`src/rtl/core/pli_pkg.sv`:
```
// Shared types and constants for the piecewise linear interpolation block.
// No dependencies; every other file of the block except pli_ram imports this package.
package pli_pkg;

    localparam int TABLE_DEPTH = 64;
    localparam int IDX_W       = $clog2(TABLE_DEPTH);
    localparam int CNT_W       = $clog2(TABLE_DEPTH + 1);
    localparam int DATA_W      = 32;
    localparam int CFG_W       = 7;
    localparam int ENTRY_W     = 6;
    localparam int STAT_W      = 2;

    localparam int QDEPTH      = 2;
    localparam int QPTR_W      = (QDEPTH > 1) ? $clog2(QDEPTH) : 1;
    localparam int QCNT_W      = $clog2(QDEPTH + 1);

    // Divider: 64-bit dividend, 32-bit divisor, 33 quotient bits.
    localparam int DVD_W       = 64;
    localparam int DVS_W       = 32;
    localparam int QUO_W       = 33;
    localparam int DSTEP_W     = $clog2(QUO_W);

    localparam logic CMD_LOAD  = 1'b0;
    localparam logic CMD_QUERY = 1'b1;

    localparam logic [STAT_W-1:0] ST_INSIDE = 2'd0;
    localparam logic [STAT_W-1:0] ST_FIRST  = 2'd1;
    localparam logic [STAT_W-1:0] ST_LAST   = 2'd2;

    localparam logic signed [DATA_W-1:0] S32_MAX = 32'sh7FFF_FFFF;
    localparam logic signed [DATA_W-1:0] S32_MIN = 32'sh8000_0000;

    typedef enum logic [1:0] {
        K_LOAD,
        K_QUERY,
        K_SKIP
    } kind_t;

    typedef struct packed {
        kind_t                     kind;
        logic [ENTRY_W-1:0]        idx;
        logic signed [DATA_W-1:0]  px;
        logic signed [DATA_W-1:0]  py;
        logic signed [DATA_W-1:0]  qx;
    } item_t;

    typedef struct packed {
        logic signed [DATA_W-1:0] x;
        logic signed [DATA_W-1:0] y;
    } bp_t;

    typedef struct packed {
        logic done;
        logic ovf;
    } div_stat_t;

endpackage

```
`src/rtl/core/pli_div.sv`:
```
// Iterative unsigned restoring divider, one quotient bit per cycle.
// Depends on pli_pkg. Flags overflow when the quotient needs more than QUO_W bits.
module pli_div (
    input  logic                        clk,
    input  logic                        rst_n,
    input  logic                        start,
    input  logic [pli_pkg::DVD_W-1:0]   dividend,
    input  logic [pli_pkg::DVS_W-1:0]   divisor,
    output logic [pli_pkg::QUO_W-1:0]   quotient,
    output pli_pkg::div_stat_t          stat
);
    import pli_pkg::*;

    logic                busy_reg, busy_next;
    logic                done_reg, done_next;
    logic                ovf_reg, ovf_next;
    logic [DSTEP_W-1:0]  cnt_reg, cnt_next;
    logic [DVS_W-1:0]    rem_reg, rem_next;
    logic [QUO_W-1:0]    quo_reg, quo_next;
    logic [DVS_W-1:0]    dvs_reg, dvs_next;
    logic [DVS_W:0]      trial;
    logic                ge;

    assign trial = {rem_reg, quo_reg[QUO_W-1]};
    assign ge    = (trial >= {1'b0, dvs_reg});

    always_comb
    begin
        busy_next = busy_reg;
        done_next = 1'b0;
        ovf_next  = ovf_reg;
        cnt_next  = cnt_reg;
        rem_next  = rem_reg;
        quo_next  = quo_reg;
        dvs_next  = dvs_reg;
        if (start)
        begin
            dvs_next = divisor;
            // The upper part must stay below the divisor for the quotient to fit.
            if ({1'b0, dividend[DVD_W-1:QUO_W]} >= {1'b0, divisor})
            begin
                ovf_next  = 1'b1;
                done_next = 1'b1;
                busy_next = 1'b0;
            end
            else
            begin
                ovf_next  = 1'b0;
                busy_next = 1'b1;
                rem_next  = DVS_W'(dividend[DVD_W-1:QUO_W]);
                quo_next  = dividend[QUO_W-1:0];
                cnt_next  = DSTEP_W'(QUO_W - 1);
            end
        end
        else if (busy_reg)
        begin
            rem_next = ge ? DVS_W'(trial - {1'b0, dvs_reg}) : DVS_W'(trial);
            quo_next = {quo_reg[QUO_W-2:0], ge};
            cnt_next = cnt_reg - 1'b1;
            if (cnt_reg == '0)
            begin
                busy_next = 1'b0;
                done_next = 1'b1;
            end
        end
    end

    always_ff @(posedge clk or negedge rst_n)
    begin
        if (!rst_n)
        begin
            busy_reg <= 1'b0;
            done_reg <= 1'b0;
            ovf_reg  <= 1'b0;
            cnt_reg  <= '0;
            rem_reg  <= '0;
            quo_reg  <= '0;
            dvs_reg  <= '0;
        end
        else
        begin
            busy_reg <= busy_next;
            done_reg <= done_next;
            ovf_reg  <= ovf_next;
            cnt_reg  <= cnt_next;
            rem_reg  <= rem_next;
            quo_reg  <= quo_next;
            dvs_reg  <= dvs_next;
        end
    end

    assign quotient  = quo_reg;
    assign stat.done = done_reg;
    assign stat.ovf  = ovf_reg;

endmodule

```
`config.mk`:
```
export PLATFORM = sky130hd
export DESIGN_NAME = pli_div
export DESIGN_NICKNAME = d
export VERILOG_FILES = /design/src/rtl/core/pli_pkg.sv /design/src/rtl/core/pli_div.sv
export SDC_FILE = /design/constraint.sdc
export NUM_CORES = 1
export LEC_CHECK = 0
export BUFFER_PORTS_ARGS = -buffer_cell sky130_fd_sc_hd__clkbuf_2
export CAP_MARGIN = 15
export CORE_ASPECT_RATIO = 0.75
export CORE_MARGIN = 4
export CORE_UTILIZATION = 55
export CTS_CLUSTER_SIZE = 30
export DETAILED_ROUTE_END_ITERATION = 6
export HOLD_SLACK_MARGIN = 0.06
export PLACE_DENSITY = 0.79
export SYNTH_ARGS = -nofsm -noshare
export SYNTH_HDL_FRONTEND = slang
export SYNTH_SLANG_ARGS = --single-unit
```
`constraint.sdc`:
```
create_clock -name clk -period 3.3 [get_ports clk]
set_input_delay 0.495 -clock clk [delete_from_list [all_inputs] [get_ports clk]]
set_output_delay 0.495 -clock clk [all_outputs]
set_load 0.03 [all_outputs]
```
# Word level (Yosys, flattened, before mapping)
# Index checks and enable logic that the tools add are counted.
# word_totals
reg_bits	106
latchBits	0
mem_bits_rw	0
mem_bits_ro	0
inputBits	99
wordCells	33
n_memories	0
# classes
addsub	2
n_mul	0
div_mod_pow	0
order_cmp	2
eq_ne	1
shift	0
muxes	18
bitwise_logic	0
n_reduce_logical	3
# ops
cell	n
2-to-1 mux 32 bit	4
2-to-1 mux 33 bit	3
greater-or-equal comparator 33 x 32 -> 1 bit	1
greater-or-equal comparator 31 x 32 -> 1 bit	1
subtractor 32 bit	1
2-to-1 mux 6 bit	3
2-to-1 mux 1 bit	8
zero test 6 bit	1
subtractor 6 x 1 -> 6 bit, second input constant	1
!= test 2 bit, second input constant	1
AND reduction 2 bit	1
nonzero test 2 bit	1

# Depth between registers and ports, before layout
# logic_depth
ltp_word	4
depth_mapped	13
ltp_nobuf	12

# Least setup slack after synthesis
# OpenSTA, ideal clock, no wires.
# synth_timing
path_kind	register -> register
startpoint	register quo_reg[32], in the netlist quotient[32]
endpoint	register rem_reg[28]
setup_time_ns	0.123
arrival_ns	2.793
required_ns	3.177
setup_slack_ns	0.384
path_stages_with_launch	13
n_path_buf	0
synth_period_minus_slack_ns	2.916
cell_sequence	dfrtp_1 > inv_1 > ha_1 > inv_1 > fa_1 > a21o_1 > a221o_1 > a31o_2 > a21oi_1 > o41ai_2 > o31a_1 > and3_1 > o221a_2
# synth_via
elab_chain_len	4
# synth_lines
item	line	text
start, declared	pli_div.sv:19	logic [QUO_W-1:0] quo_reg, quo_next;
start signal, assigned	pli_div.sv:87	quo_reg <= quo_next;
subtractor 32 bit or greater-or-equal comparator 33 x 32 -> 1 bit (tied branches)	pli_div.sv:57, pli_div.sv:25	
2-to-1 mux 32 bit (*)	pli_div.sv:57	rem_next = ge ? DVS_W'(trial - {1'b0, dvs_reg}) : DVS_W'(trial);
2-to-1 mux 32 bit (*)	pli_div.sv:55	else if (busy_reg)
2-to-1 mux 32 bit (*)	pli_div.sv:36	if (start)
end signal, assigned	pli_div.sv:86	rem_reg <= rem_next;
end, declared	pli_div.sv:18	logic [DVS_W-1:0] rem_reg, rem_next;
# Every way passes the cells marked *; elsewhere a longest branch is shown, timed or not. The select of a mux whose other input is x is not followed.
# A chain may end at the register's enable or synchronous reset.

# Worst setup path in the final report
# layout_timing
startpoint	register rem_reg[3]
endpoint	register rem_reg[20]
# layout_via
elab_chain_len	4
# layout_lines
item	line
subtractor 32 bit or greater-or-equal comparator 33 x 32 -> 1 bit (tied branches)	pli_div.sv:57, pli_div.sv:25
2-to-1 mux 32 bit (*)	pli_div.sv:57
2-to-1 mux 32 bit (*)	pli_div.sv:55
2-to-1 mux 32 bit (*)	pli_div.sv:36
# Marked as above.

==> impl_metrics.tcl <==
set metrics [dict create \
    synth_top_cell_by_area "dfrtp_1" \
    final_layout_size_suffix_gt1_share_pct 19.12 \
    ys_seq_area_share_pct 34.73 \
    synth_area_leaders "dfrtp_1 (35%), ha_1 (11%), mux2i_1 (9.0%)" \
    report.final.slew_viol_count 0 \
    rows 36 \
    timing.rr.start "rem_reg[3]$_DFFE_PN0P_" \
    grt_busiest_layer "met2" \
    cts_max_level 3 \
    p_leak_nw 4.382 \
    crit_family "compound AO/OA/AOI/OAI gates" \
    regArea_sq_um 2653 \
    maxCapViolCount 0 \
    overflow 0 \
    hold_viol 0 \
    status "complete, no violations" \
    drc 0 \
    syn_avg_cell_area_sq_um 8.850 \
    path_max_fanout 24 \
    cts_made_buffers 9 \
    clkTransAtPathRegs_ns 0.08 \
    boundaryPins 134 \
    antenna_found_initial 0 \
    dp_hpwl_mm 14.39 \
    finClkSkew_ns 0.01338 \
    clock-sinks 106 \
    synth_cells 863 \
    worstSetupEndpointType "flop" \
    start_kind "flop" \
    grt_pass1_wl_mm 30.27 \
    reg2reg_slack_ns 0.25 \
    critPathKind "reg -> reg" \
    nNetsFinal 1138 \
    clockBufferDepth 2 \
    route.vias.total 6560 \
    synth_edf_count 0 \
    place.gp.congestion 0.9680 \
    period_needed_ns 3.051 \
    wl_per_cell_um 16.27 \
    cts_hold_buf 0 \
    yosysUniqueCellTypes 67 \
    critPathSlowestCell "dfrtp_1" \
    post_cts_resized 0 \
    port_buffers 133 \
    async_reset_ff_share_pct 100.0 \
    n_fill_cell 1117 \
    core_area_sq_um 13290 \
    clk_latency_ns 0.35 \
    arrival_ns 3.29 \
    ys.warnings.count 0 \
    ant_nets 0 \
    fin_setup_tns_ns 0 \
    cp.required_ns 3.54 \
    synthTopCellsByCount "dfrtp_1 (106), a21oi_1 (87), inv_1 (80)" \
    largest_reg_flops 33 \
    multiInputGateArea_sq_um 4448 \
    cts_tree "built" \
    grtUsageMet3_pct 3.838 \
    viasPerCell 5.709 \
    post_cts_buffers 0 \
    dp_cells 1133 \
    tightest_slew_ns 0.7604 \
    crit_top_cell "a21o_1" \
    finalSetupViolCount 0 \
    slew_headroom_pct 49.30 \
    ir_drop_mv 0.4018 \
    cts-root-buf "clkbuf_16" \
    reg2regPathDepth 10 \
    fin_cells 1149 \
    gr-usage-met1_pct 35.83 \
    synthToLayoutAreaGrowth_pct 14.84 \
    diodes 0 \
    powerDensity_nw_per_um2 800.3 \
    holdCritPathClass "in -> async" \
    drtIter0Drc 576 \
    use_met2_pct 35.86 \
    path_cells "ha_1 -> a21o_1 -> a31o_1 -> o211ai_2 -> a31oi_2 -> a31o_4 -> a21o_1 -> buf_12 -> and2_4 -> a221o_1" \
    rsz0062_at_grt "no" \
    die_w_um 144.1 \
    max_stage_delay_ns 0.40 \
    path_buf_inv 1 \
    initial_core_util_pct 57.48 \
    wirelength_mm 18.69 \
    max_freq_ghz 0.3278 \
    ys_seq_elements 106 \
    syn_nets 1028 \
    syn_area_sq_um 7637 \
    yosysTopAreaCellShare_pct 34.73 \
    gr-usage-all-layers_pct 23.66 \
    r2r_end "rem_reg[20]$_DFFE_PN0P_" \
    dr.pass1.iters 5 \
    die_y_um 110.1 \
    grt_max_degree 68 \
    synth_ff_type "dfrtp_1" \
    yosysMostFrequentCell "dfrtp_1" \
    grt_pass1_vias 6070 \
    die-area_sq_um 15850 \
    finalCritPeriodShare_pct 92.44 \
]
[through the flow]
stage / worst slack (ns) / total power, mW / area (sq um) / util (%) / hold slack [ns]
final: 0.2494 / 7.019 / 8771 / 66.01 / 0.1765
after CTS: 0.2703 / 6.990 / 8771 / 66.01 / 0.2077
after floorplan: 0.3840 / 4.983 / 7637 / - / 0.1994
after global routing: 0.06340 / 7.531 / 8771 / 66.01 / 0.2444
after detailed placement: 0.1577 / 5.863 / 8461 / 63.67 / 0.4929
after global placement: 0.2059 / 5.796 / 8461 / 63.67 / 0.4794
[how the worst max path moves through the flow]
stage | from | to | slack, ns | cells after the start
after global routing | quotient[32]$_DFFE_PN0P_ | rem_reg[30]$_DFFE_PN0P_ | 0.06 | 12
after global placement | divisor[30] | rem_reg[25]$_DFFE_PN0P_ | 0.21 | 12
after detailed placement | divisor[5] | rem_reg[19]$_DFFE_PN0P_ | 0.16 | 12
final | rem_reg[3]$_DFFE_PN0P_ | rem_reg[20]$_DFFE_PN0P_ | 0.25 | 10
after CTS | rem_reg[3]$_DFFE_PN0P_ | rem_reg[20]$_DFFE_PN0P_ | 0.27 | 10
after floorplan | quotient[32]$_DFFE_PN0P_ | rem_reg[28]$_DFFE_PN0P_ | 0.38 | 12
[placed cells by master (no fill, tap or decap), drive strengths merged, types with 4 or more instances in the layout]
cell	n
mux2	5
nand4	13
mux2i	69
dfrtp	106
ha	65
o21ai	56
o21bai	5
inv	81
nor4	4
a21o	21
xnor2	19
nor2	76
a221oi	16
o211ai	7
o21a	5
a211oi	7
a21oi	87
clkbuf	140
a31oi	6
o31ai	4
buf	17
and3	5
nand2b	16
clkinv	5
xor2	11
nand2	61
nand3	11
nor3	8
and2	4
nor2b	12
[cell type report]
| cell class | instances | share of cell area (%) |
|---|---|---|
| clock inverter | 7 | 0.9700 |
| timing repair buffer | 148 | 9.643 |
| clock buffer | 9 | 2.568 |
| sequential | 106 | 30.24 |
| inverter | 80 | 3.424 |
| tap | 171 | 2.439 |
| multi-input combinational | 628 | 50.71 |
[layer usage]
metal | up-vias | wire, um
met5 | - | 0
met4 | 0 | 308
met3 | 27 | 1174
met2 | 206 | 8319
li1 | 3276 | -
met1 | 3051 | 8889
[cells by family (layout without fill, tap and decap cells)]
family,after synthesis,count (layout),synth area share (%)
xor gates and xnor gates,30,30,3.440
AOI/OAI and AO/OA,240,240,20.66
buffers and inverters,129,244,7.176
and+or+nand+nor,218,218,13.30
adders and majority gates,66,66,10.91
muxes,74,74,9.780
DFF,106,106,34.73
[power by group]
| group | leakage [nW] | switching, mW | internal [mW] |
|---|---|---|---|
| sequential | 1.22 | 0.287 | 1.65 |
| clock | 0.146 | 0.551 | 0.540 |
| combinational | 3.01 | 2.34 | 1.66 |
| total | 4.38 | 3.17 | 3.85 |
[worst reg2reg max path: stages, from the launching register on]
cell and delay [ns]:
dfrtp_1 0.40, ha_1 0.37, a21o_1 0.22, a31o_1 0.23, o211ai_2 0.25, a31oi_2 0.19
a31o_4 0.32, a21o_1 0.23, buf_12 0.19, and2_4 0.23, a221o_1 0.30
Power figures use the tool's default switching activity.
