**src/rtl/core/pli_pkg.sv**
```systemverilog
// Shared types and constants for the piecewise linear interpolation block.
// No dependencies; every other file of the block except pli_ram imports this package.
package pli_pkg;

    localparam int TABLE_DEPTH = 64;
    localparam int IDX_W       = $clog2(TABLE_DEPTH);
    localparam int CNT_W       = $clog2(TABLE_DEPTH + 1);
    localparam int DATA_W      = 32;
    localparam int CFG_W       = 7;
    localparam int ENTRY_W     = 6;
    localparam int STAT_W      = 2;

    localparam int QDEPTH      = 2;
    localparam int QPTR_W      = (QDEPTH > 1) ? $clog2(QDEPTH) : 1;
    localparam int QCNT_W      = $clog2(QDEPTH + 1);

    // Divider: 64-bit dividend, 32-bit divisor, 33 quotient bits.
    localparam int DVD_W       = 64;
    localparam int DVS_W       = 32;
    localparam int QUO_W       = 33;
    localparam int DSTEP_W     = $clog2(QUO_W);

    localparam logic CMD_LOAD  = 1'b0;
    localparam logic CMD_QUERY = 1'b1;

    localparam logic [STAT_W-1:0] ST_INSIDE = 2'd0;
    localparam logic [STAT_W-1:0] ST_FIRST  = 2'd1;
    localparam logic [STAT_W-1:0] ST_LAST   = 2'd2;

    localparam logic signed [DATA_W-1:0] S32_MAX = 32'sh7FFF_FFFF;
    localparam logic signed [DATA_W-1:0] S32_MIN = 32'sh8000_0000;

    typedef enum logic [1:0] {
        K_LOAD,
        K_QUERY,
        K_SKIP
    } kind_t;

    typedef struct packed {
        kind_t                     kind;
        logic [ENTRY_W-1:0]        idx;
        logic signed [DATA_W-1:0]  px;
        logic signed [DATA_W-1:0]  py;
        logic signed [DATA_W-1:0]  qx;
    } item_t;

    typedef struct packed {
        logic signed [DATA_W-1:0] x;
        logic signed [DATA_W-1:0] y;
    } bp_t;

    typedef struct packed {
        logic done;
        logic ovf;
    } div_stat_t;

endpackage

```
**src/rtl/core/pli_back.sv**
```systemverilog
// Back end sequencer: table writes, segment search, interpolation and slope.
// Depends on pli_pkg; drives the table RAM and the shared divider.
module pli_back (
    input  logic                              clk,
    input  logic                              rst_n,
    input  logic [pli_pkg::CNT_W-1:0]         n_pts,
    input  logic                              head_valid,
    input  pli_pkg::item_t                    head,
    output logic                              pop,
    output logic                              ram_we,
    output logic [pli_pkg::IDX_W-1:0]         ram_waddr,
    output pli_pkg::bp_t                      ram_wdata,
    output logic [pli_pkg::IDX_W-1:0]         ram_raddr,
    input  pli_pkg::bp_t                      ram_rdata,
    output logic                              div_start,
    output logic [pli_pkg::DVD_W-1:0]         div_dividend,
    output logic [pli_pkg::DVS_W-1:0]         div_divisor,
    input  logic [pli_pkg::QUO_W-1:0]         div_quo,
    input  pli_pkg::div_stat_t                div_stat,
    output logic                              out_valid,
    input  logic                              out_ready,
    output logic signed [pli_pkg::DATA_W-1:0] value_y,
    output logic signed [pli_pkg::DATA_W-1:0] slope,
    output logic [pli_pkg::STAT_W-1:0]        status
);
    import pli_pkg::*;

    typedef enum logic [3:0] {
        S_IDLE, S_SCAN, S_DECIDE, S_PREP, S_MUL, S_DIVV_GO, S_DIVV_WAIT,
        S_SLOPE, S_DIVS_GO, S_DIVS_WAIT, S_OUT
    } state_t;

    state_t state_reg, state_next;
    logic [CNT_W-1:0] k_reg, k_next, j_reg, j_next;
    logic rd_v_reg, rd_v_next, found_reg, found_next, need_val_reg, need_val_next;
    logic signed [DATA_W-1:0] q_reg, q_next;
    logic signed [DATA_W-1:0] x0_reg, x0_next, y0_reg, y0_next, x1_reg, x1_next;
    logic signed [DATA_W-1:0] xp_reg, xp_next, yp_reg, yp_next, xl_reg, xl_next;
    logic signed [DATA_W-1:0] yl_reg, yl_next, prx_reg, prx_next, pry_reg, pry_next;
    logic signed [DATA_W-1:0] sxa_reg, sxa_next, sya_reg, sya_next;
    logic signed [DATA_W-1:0] sxb_reg, sxb_next, syb_reg, syb_next;
    logic [DVS_W-1:0] mdx_reg, mdx_next, mdy_reg, mdy_next, mdq_reg, mdq_next;
    logic ndx_reg, ndx_next, ndy_reg, ndy_next, ndq_reg, ndq_next;
    logic dxz_reg, dxz_next;
    logic [DVD_W-1:0] prod_reg, prod_next;
    logic signed [DATA_W-1:0] vy_reg, vy_next, sl_reg, sl_next;
    logic [STAT_W-1:0] st_reg, st_next;
    logic ov_reg, ov_next;
    logic signed [DATA_W-1:0] ovy_reg, ovy_next, osl_reg, osl_next;
    logic [STAT_W-1:0] ost_reg, ost_next;

    logic signed [DATA_W:0]   dx, dy, dq;
    logic signed [DATA_W+1:0] dv, sum;
    logic clamp_lo, clamp_hi, brk, neg_s;

    assign brk = ((q_reg >= prx_reg) && (q_reg < ram_rdata.x))
              || ((q_reg <= prx_reg) && (q_reg > ram_rdata.x));
    assign clamp_lo = ((x1_reg > x0_reg) && (x0_reg > q_reg))
                   || ((x1_reg < x0_reg) && (x0_reg < q_reg));
    assign clamp_hi = ((xl_reg > xp_reg) && (q_reg > xl_reg))
                   || ((xl_reg < xp_reg) && (q_reg < xl_reg));
    assign dx    = 33'(sxb_reg) - 33'(sxa_reg);
    assign dy    = 33'(syb_reg) - 33'(sya_reg);
    assign dq    = 33'(q_reg) - 33'(sxa_reg);
    assign neg_s = ndy_reg ^ ndx_reg;
    assign dv    = (ndq_reg ^ ndy_reg ^ ndx_reg) ? -$signed({1'b0, div_quo})
                                                : $signed({1'b0, div_quo});
    assign sum   = 34'(sya_reg) + dv;

    assign ram_waddr = IDX_W'(head.idx);
    assign ram_wdata = '{x: head.px, y: head.py};
    assign ram_raddr = k_reg[IDX_W-1:0];
    assign div_dividend = (state_reg == S_DIVS_GO)
                        ? {16'b0, mdy_reg, 16'b0} : prod_reg;
    assign div_divisor  = mdx_reg;

    always_comb
    begin
        state_next = state_reg;  k_next = k_reg;  j_next = j_reg;
        rd_v_next = 1'b0;  found_next = found_reg;  need_val_next = need_val_reg;
        q_next = q_reg;  x0_next = x0_reg;  y0_next = y0_reg;  x1_next = x1_reg;
        xp_next = xp_reg;  yp_next = yp_reg;  xl_next = xl_reg;  yl_next = yl_reg;
        prx_next = prx_reg;  pry_next = pry_reg;
        sxa_next = sxa_reg;  sya_next = sya_reg;  sxb_next = sxb_reg;  syb_next = syb_reg;
        mdx_next = mdx_reg;  mdy_next = mdy_reg;  mdq_next = mdq_reg;
        ndx_next = ndx_reg;  ndy_next = ndy_reg;  ndq_next = ndq_reg;  dxz_next = dxz_reg;
        prod_next = prod_reg;  vy_next = vy_reg;  sl_next = sl_reg;  st_next = st_reg;
        ov_next = ov_reg;  ovy_next = ovy_reg;  osl_next = osl_reg;  ost_next = ost_reg;
        pop = 1'b0;  ram_we = 1'b0;  div_start = 1'b0;

        if (ov_reg && out_ready)
        begin
            ov_next = 1'b0;
        end

        case (state_reg)
            S_IDLE:
            begin
                if (head_valid)
                begin
                    pop = 1'b1;
                    case (head.kind)
                        K_LOAD:  ram_we = 1'b1;
                        K_QUERY:
                        begin
                            q_next     = head.qx;
                            k_next     = '0;
                            found_next = 1'b0;
                            state_next = S_SCAN;
                        end
                        default: ;
                    endcase
                end
            end
            S_SCAN:
            begin
                // Reads are issued back to back; data for entry j arrives in the following cycle.
                if (k_reg < n_pts)
                begin
                    rd_v_next = 1'b1;
                    j_next    = k_reg;
                    k_next    = k_reg + 1'b1;
                end
                if (rd_v_reg)
                begin
                    if (j_reg == '0)
                    begin
                        x0_next = ram_rdata.x;
                        y0_next = ram_rdata.y;
                    end
                    if (j_reg == CNT_W'(1))
                    begin
                        x1_next = ram_rdata.x;
                    end
                    if (j_reg == n_pts - CNT_W'(2))
                    begin
                        xp_next = ram_rdata.x;
                        yp_next = ram_rdata.y;
                    end
                    if (j_reg != '0 && !found_reg && brk)
                    begin
                        found_next = 1'b1;
                        sxa_next = prx_reg;      sya_next = pry_reg;
                        sxb_next = ram_rdata.x;  syb_next = ram_rdata.y;
                    end
                    prx_next = ram_rdata.x;
                    pry_next = ram_rdata.y;
                    if (j_reg == n_pts - CNT_W'(1))
                    begin
                        xl_next    = ram_rdata.x;
                        yl_next    = ram_rdata.y;
                        rd_v_next  = 1'b0;
                        state_next = S_DECIDE;
                    end
                end
            end
            S_DECIDE:
            begin
                sl_next = '0;
                need_val_next = 1'b0;
                if (clamp_lo)
                begin
                    vy_next = y0_reg;  st_next = ST_FIRST;  state_next = S_OUT;
                end
                else if (clamp_hi)
                begin
                    vy_next = yl_reg;  st_next = ST_LAST;   state_next = S_OUT;
                end
                else if (found_reg)
                begin
                    need_val_next = 1'b1;  st_next = ST_INSIDE;  state_next = S_PREP;
                end
                else if (q_reg == xl_reg)
                begin
                    // A point on the last breakpoint takes the last segment's slope.
                    vy_next = yl_reg;  st_next = ST_INSIDE;
                    sxa_next = xp_reg;  sya_next = yp_reg;
                    sxb_next = xl_reg;  syb_next = yl_reg;
                    state_next = S_PREP;
                end
                else
                begin
                    vy_next = yl_reg;  st_next = ST_LAST;  state_next = S_OUT;
                end
            end
            S_PREP:
            begin
                ndx_next = dx[DATA_W];  ndy_next = dy[DATA_W];  ndq_next = dq[DATA_W];
                mdx_next = DVS_W'(dx[DATA_W] ? -dx : dx);
                mdy_next = DVS_W'(dy[DATA_W] ? -dy : dy);
                mdq_next = DVS_W'(dq[DATA_W] ? -dq : dq);
                dxz_next = (dx == '0);
                state_next = need_val_reg ? S_MUL : S_SLOPE;
            end
            S_MUL:
            begin
                prod_next  = DVD_W'(mdq_reg) * DVD_W'(mdy_reg);
                state_next = S_DIVV_GO;
            end
            S_DIVV_GO:
            begin
                div_start  = 1'b1;
                state_next = S_DIVV_WAIT;
            end
            S_DIVV_WAIT:
            begin
                if (div_stat.done)
                begin
                    if (sum > 34'sd2147483647)
                    begin
                        vy_next = S32_MAX;
                    end
                    else if (sum < -34'sd2147483648)
                    begin
                        vy_next = S32_MIN;
                    end
                    else
                    begin
                        vy_next = DATA_W'(sum);
                    end
                    state_next = S_SLOPE;
                end
            end
            S_SLOPE:
            begin
                if (dxz_reg)
                begin
                    // Zero-width segment: the slope saturates toward the sign of dy, or is zero when dy is zero.
                    if (mdy_reg == '0)
                    begin
                        sl_next = '0;
                    end
                    else
                    begin
                        sl_next = ndy_reg ? S32_MIN : S32_MAX;
                    end
                    state_next = S_OUT;
                end
                else
                begin
                    state_next = S_DIVS_GO;
                end
            end
            S_DIVS_GO:
            begin
                div_start  = 1'b1;
                state_next = S_DIVS_WAIT;
            end
            S_DIVS_WAIT:
            begin
                if (div_stat.done)
                begin
                    if (neg_s)
                    begin
                        sl_next = (div_stat.ovf || div_quo > 33'h0_8000_0000)
                                ? S32_MIN : DATA_W'(-div_quo);
                    end
                    else
                    begin
                        sl_next = (div_stat.ovf || div_quo > 33'h0_7FFF_FFFF)
                                ? S32_MAX : DATA_W'(div_quo);
                    end
                    state_next = S_OUT;
                end
            end
            S_OUT:
            begin
                if (!ov_reg || out_ready)
                begin
                    ov_next  = 1'b1;
                    ovy_next = vy_reg;  osl_next = sl_reg;  ost_next = st_reg;
                    state_next = S_IDLE;
                end
            end
            default: state_next = S_IDLE;
        endcase
    end

    always_ff @(posedge clk or negedge rst_n)
    begin
        if (!rst_n)
        begin
            state_reg <= S_IDLE;  k_reg <= '0;  j_reg <= '0;  rd_v_reg <= 1'b0;
            found_reg <= 1'b0;  need_val_reg <= 1'b0;  q_reg <= '0;
            x0_reg <= '0;  y0_reg <= '0;  x1_reg <= '0;  xp_reg <= '0;  yp_reg <= '0;
            xl_reg <= '0;  yl_reg <= '0;  prx_reg <= '0;  pry_reg <= '0;
            sxa_reg <= '0;  sya_reg <= '0;  sxb_reg <= '0;  syb_reg <= '0;
            mdx_reg <= '0;  mdy_reg <= '0;  mdq_reg <= '0;
            ndx_reg <= 1'b0;  ndy_reg <= 1'b0;  ndq_reg <= 1'b0;  dxz_reg <= 1'b0;
            prod_reg <= '0;  vy_reg <= '0;  sl_reg <= '0;  st_reg <= ST_INSIDE;
            ov_reg <= 1'b0;  ovy_reg <= '0;  osl_reg <= '0;  ost_reg <= ST_INSIDE;
        end
        else
        begin
            state_reg <= state_next;  k_reg <= k_next;  j_reg <= j_next;
            rd_v_reg <= rd_v_next;  found_reg <= found_next;
            need_val_reg <= need_val_next;  q_reg <= q_next;
            x0_reg <= x0_next;  y0_reg <= y0_next;  x1_reg <= x1_next;
            xp_reg <= xp_next;  yp_reg <= yp_next;  xl_reg <= xl_next;  yl_reg <= yl_next;
            prx_reg <= prx_next;  pry_reg <= pry_next;
            sxa_reg <= sxa_next;  sya_reg <= sya_next;  sxb_reg <= sxb_next;
            syb_reg <= syb_next;
            mdx_reg <= mdx_next;  mdy_reg <= mdy_next;  mdq_reg <= mdq_next;
            ndx_reg <= ndx_next;  ndy_reg <= ndy_next;  ndq_reg <= ndq_next;
            dxz_reg <= dxz_next;
            prod_reg <= prod_next;  vy_reg <= vy_next;  sl_reg <= sl_next;
            st_reg <= st_next;
            ov_reg <= ov_next;  ovy_reg <= ovy_next;  osl_reg <= osl_next;
            ost_reg <= ost_next;
        end
    end

    assign out_valid = ov_reg;
    assign value_y   = ovy_reg;
    assign slope     = osl_reg;
    assign status    = ost_reg;

endmodule

```
**config.mk**
```make
export PLATFORM = sky130hd
export DESIGN_NAME = pli_back
export DESIGN_NICKNAME = d
export VERILOG_FILES = /design/src/rtl/core/pli_pkg.sv /design/src/rtl/core/pli_back.sv
export SDC_FILE = /design/constraint.sdc
export NUM_CORES = 2
export LEC_CHECK = 0
export BUFFER_PORTS_ARGS = -buffer_cell sky130_fd_sc_hd__buf_2
export CAP_MARGIN = 20
export CORE_UTILIZATION = 35
export DETAILED_ROUTE_END_ITERATION = 16
export PLACE_DENSITY_LB_ADDON = 0.12
export SYNTH_ARGS = -nofsm -noshare
export SYNTH_HDL_FRONTEND = slang
export SYNTH_SLANG_ARGS = --single-unit
```
**constraint.sdc**
```tcl
create_clock -name clk -period 7.81 [get_ports clk]
set_input_delay 0.781 -clock clk [delete_from_list [all_inputs] [get_ports clk]]
set_output_delay 0.781 -clock clk [all_outputs]
set_load 0.01 [all_outputs]
```
* Word-level counts from Yosys, hierarchy flattened
Index checks and enable logic that the tools add are counted.
** Storage, ports and cells
- Output and inout port bits :: 242
- Bits in registers :: 766
- Logic and storage cells :: 231
- Input bits :: 214
** Cells by class
- Multipliers :: 1
- Add/sub/neg operators :: 12
- Reductions and logical operators :: 42
- Bitwise operators :: 3
- Muxes and demuxes :: 91
- Equal/unequal tests :: 30
- $lt $le $gt $ge :: 17
** Operators with widths (number)
- $mux 32 :: 40
- $pmux 32 s2 :: 5
- $gt 32x32->1 :: 5
- $lt 32x32->1 :: 5
- $neg 32->32 :: 4
- $sub 32x32->33 :: 3
- $pmux 32 s3 :: 1
- $mul 32x32->64 :: 1
- $mux 64 :: 1
- $mux 4 :: 11
- $pmux 4 s11 :: 1
- $add 32x34->34 :: 1
- $gt 34x32->1 const B :: 1
- $lt 34x32->1 const B :: 1
- $mux 34 :: 1
- $neg 33->34 :: 1
- $gt 33x31->1 const B :: 1
- $gt 33x32->1 const B :: 1
- $logic_not 33->1 :: 1
- $eq 32x32->1 :: 1
- $ge 32x32->1 :: 1
- $le 32x32->1 :: 1
- $logic_not 32->1 :: 1
- $ne 2x2->1 const B :: 13
- other kinds (34) :: 94

* Depth between registers and ports, before layout
- Depth in word-level cells :: 9
- Gate-level depth with buffers :: 31

* Least setup slack after synthesis
OpenSTA, ideal clock, no wires.
- Path type :: register to register
- Start :: register mdy_reg[8]
- End :: register prod_reg[62]
- Library setup time :: 136 ps
- Path slack :: 250 ps
- Buffers on the path :: 2
- Data arrival time :: 7424 ps
- Cell stages (with the launch flop) :: 26
- Cell sequence :: dfrtp_1 clkbuf_1 clkbuf_1 and2_1 fa_1 fa_1 inv_1 fa_1 fa_1 fa_1 inv_1 fa_1 fa_1 fa_1 ha_1 nand4_1 nor4_1 nand2_1 o21ai_1 a31oi_1 o31a_1 o31a_1 o311ai_1 o31a_1 xnor2_1 o21ai_0
** Between the ends
- Cells in the longest elaborated chain, start to end :: 1
** Ends and longest elaborated chain
- start, declared :: line pli_back.sv:42 : logic [DVS_W-1:0] mdx_reg, mdx_next, mdy_reg, mdy_next, mdq_reg, mdq_next;
- start signal, assigned :: line pli_back.sv:303 : mdx_reg <= mdx_next; mdy_reg <= mdy_next; mdq_reg <= mdq_next;
- $mul 32x32->64 :: line pli_back.sv:197 : prod_next = DVD_W'(mdq_reg) * DVD_W'(mdy_reg);
- end signal, assigned :: line pli_back.sv:306 : prod_reg <= prod_next; vy_reg <= vy_next; sl_reg <= sl_next;
- end, declared :: line pli_back.sv:45 : logic [DVD_W-1:0] prod_reg, prod_next;
No other way between the ends.
A chain may end at the register's enable or synchronous reset.

* Final worst setup path
- Start :: register mdq_reg[12]
- End :: register prod_reg[62]
** Between the ends
- Cells in the longest elaborated chain, start to end :: 1
** Ends and longest elaborated chain (line)
- start, declared :: pli_back.sv:42
- start signal, assigned :: pli_back.sv:303
- $mul 32x32->64 :: pli_back.sv:197
No other way between the ends.

==> out/results.txt <==
Setup crit start kind: flip-flop
Rel. slew slack: 0.267
Clk Latency, worst-skew pair: 0.77 ns
Main synth FF type: dfrtp_1
average routed wire per standard cell: 21.8 µm
global route overflow: 0
fin cells: 12,000
WP data arrival: 8.34 ns
DRT iter0 DRCs: 3,746
FF+latch count, synth: 766
DIE AREA: 232,000 µm²
Critical path buffers and inverters: 6
Slowest-stage cell, CP: fa_1
max FFs per register: 64
final setup fails: 0
clock skew: 0.0658 ns
critical path type: flip-flop to flip-flop
Inserted Clock Buffers: 98
Yosys Warn Count: 0
fin crit share: 0.995
Syn Std Cell Area: 80,500 µm²
Die W: 482 µm
multiplexer share of the synthesized area: 0.0687
FMAX: 129 MHz
Crit path largest cell delay: 0.58 ns
initial core utilization: 0.353
1st-pass router iterations: 6
most frequent CP cell: fa_1
Residual DRC: 0
CTS clk-pin slew, worst paths: 0.06 ns
R2R setup slack: 0.04 ns
area grow syn2layout: 13.4%
RSZ-0062 raised after global routing: true
initial antenna violation count: 25
synthesized instance count: 8,671
die outline height: 482 µm
total of max-cap violations: 0
# fillers: 22,900
XOR/XNOR share of the synthesized area: 0.0333
share of cells above drive strength 1: 0.159
Core Area: 228,000 µm²
routability congestion estimate from global placement: 0.930
# port buffers: 315
Post-synth EDFFs: 0
DRT antenna net count: 0
sequential area share after synthesis: 0.238
leading cell type in the layout, fill and taps excluded: inv_1
outcome: finished clean
DP Worst Slack: -0.545 ns
clock sink count: 766
Final Max Tran Viols: 0
Post-Synth Simple-Gate Area: 0.150
CTS H-tree depth: 3
num rows: 175
worst-path fanout max: 6
vias per cell: 5.09
Clock Path Buffers: 3
Overall Global Routing Usage: 0.227
IO Count: 456
CTS tree: done
Synth cell types: 104
hold crit path type: primary input to flip-flop
vias in the first global route: 63,800
post-synthesis adder-cell area fraction: 0.317
Synth Area in Compound Gates: 0.110
CTS Root Cell: clkbuf_16
Post-synth ARST share: 1.00
syn nets: 10,400
total wire length: 263 mm
Setup WS post-layout: 0.0365 ns
final hold vios: 0
Placed Cells: 11,800
Nets: 10,700
DR vias: 61,300
DP Wirelength: 212 mm
Critical Path End Type: flip-flop
first-pass GRT wire length: 403 mm
family with the most delay on the worst path: adder cells
largest family of logic cells by synthesized area: adder cells
min cycle time layout: 7.77 ns
maximum number of pins on one net before global-route repair: 172
Avg Synthesized Cell Area: 9.29 µm²
Worst-Margin Slew: 1.10 ns
critical path data required time: 8.38 ns
most frequent cells in the layout: inv_1, nand2_1, fa_1
-- logic make-up (layout without fill, tap and decap cells) --
group	count (synthesis)	after routing
multiplexers	505	505
flip-flops	766	766
adder cells (fa/ha/maj)	1499	1499
AO/OA/AOI/OAI	1430	1430
other	0	11
AND/OR/NAND/NOR	2456	2456
buffers and inverters	1709	2058
XOR/XNOR	306	306
-- layer usage --
metal  GRT usage  share of wire  wire length [µm]
met5           0        0.00040               105
met4      0.0591          0.027              7000
met3      0.0266          0.040             10600
met2       0.360           0.45            119000
met1       0.328           0.48            126000
-- worst min-delay path, cell delays in order --
cell     delay (ns)
buf_2          0.07
nand2_1        0.03
o21ai_0        0.05
-- what timing repair did --
item                                    in CTS  in global routing
hold buffers                                 1                  0
resized for setup                           84                127
endpoints found under the hold margin       20                  0
buffers inserted                            14                 21
gates cloned                                 1                  0
endpoints found under the setup margin      21                 23
pin swaps                                   62                102
-- layout make-up --
cell class                      count  area [µm²]  area share
Inverter                         1178        4420      0.0484
Clock buffer                      134        2740      0.0300
Multi-Input combinational cell   6196       55400       0.606
Tap cell                         3009        3760      0.0412
Timing Repair Buffer              708        5230      0.0572
Antenna cell                       11        27.5    0.000301
Clock inverter                     38         607     0.00664
Sequential cell                   766       19200       0.210
-- per-stage QoR --
| step | utilization | setup TNS (ns) | hold slack (ns) | area [µm²] |
|---|---|---|---|---|
| 2_1_floorplan | - | 0 | 0.441 | 80500 |
| 3_3_place_gp | 0.380 | -5.50 | 0.458 | 86800 |
| 3_5_place_dp | 0.380 | -5.28 | 0.466 | 86800 |
| 4_1_cts | 0.397 | -0.0477 | 0.153 | 90600 |
| 5_1_grt | 0.400 | -1.45 | 0.183 | 91300 |
| 6_report | 0.400 | 0 | 0.211 | 91300 |
-- final timing paths --
path                                             startpoint                           to  cells past startpoint
max in group asynchronous                             rst_n        slope[22]$_DFFE_PN0P_                      4
worst min-delay path                                head[3]         q_reg[3]$_DFFE_PN0P_                      3
min in group asynchronous                             rst_n  div_divisor[14]$_DFFE_PN0P_                      2
worst min register to register  div_divisor[22]$_DFFE_PN0P_  div_divisor[22]$_DFFE_PN0P_                      2
worst max register to register      mdq_reg[12]$_DFFE_PN0P_     prod_reg[62]$_DFFE_PN0P_                     26
worst max-delay path                mdq_reg[12]$_DFFE_PN0P_     prod_reg[62]$_DFFE_PN0P_                     26
-- synth_stat cells, drive strengths merged, types with 123 or more instances --
| library cell | count | area (µm²) |
|---|---|---|
| a21o | 147 | 1100 |
| a21oi | 317 | 1590 |
| and2 | 617 | 3860 |
| clkbuf | 411 | 1550 |
| dfrtp | 766 | 19200 |
| fa | 900 | 18000 |
| ha | 599 | 7490 |
| inv | 1178 | 4420 |
| mux2 | 382 | 4300 |
| mux2i | 123 | 1230 |
| nand2 | 1055 | 3960 |
| nor2 | 266 | 1000 |
| o21ai | 552 | 2770 |
| xnor2 | 177 | 1550 |
| xor2 | 129 | 1130 |
Power is not shown: default switching activity piles up to over one toggle a cycle in this logic, so the estimate is an artifact.
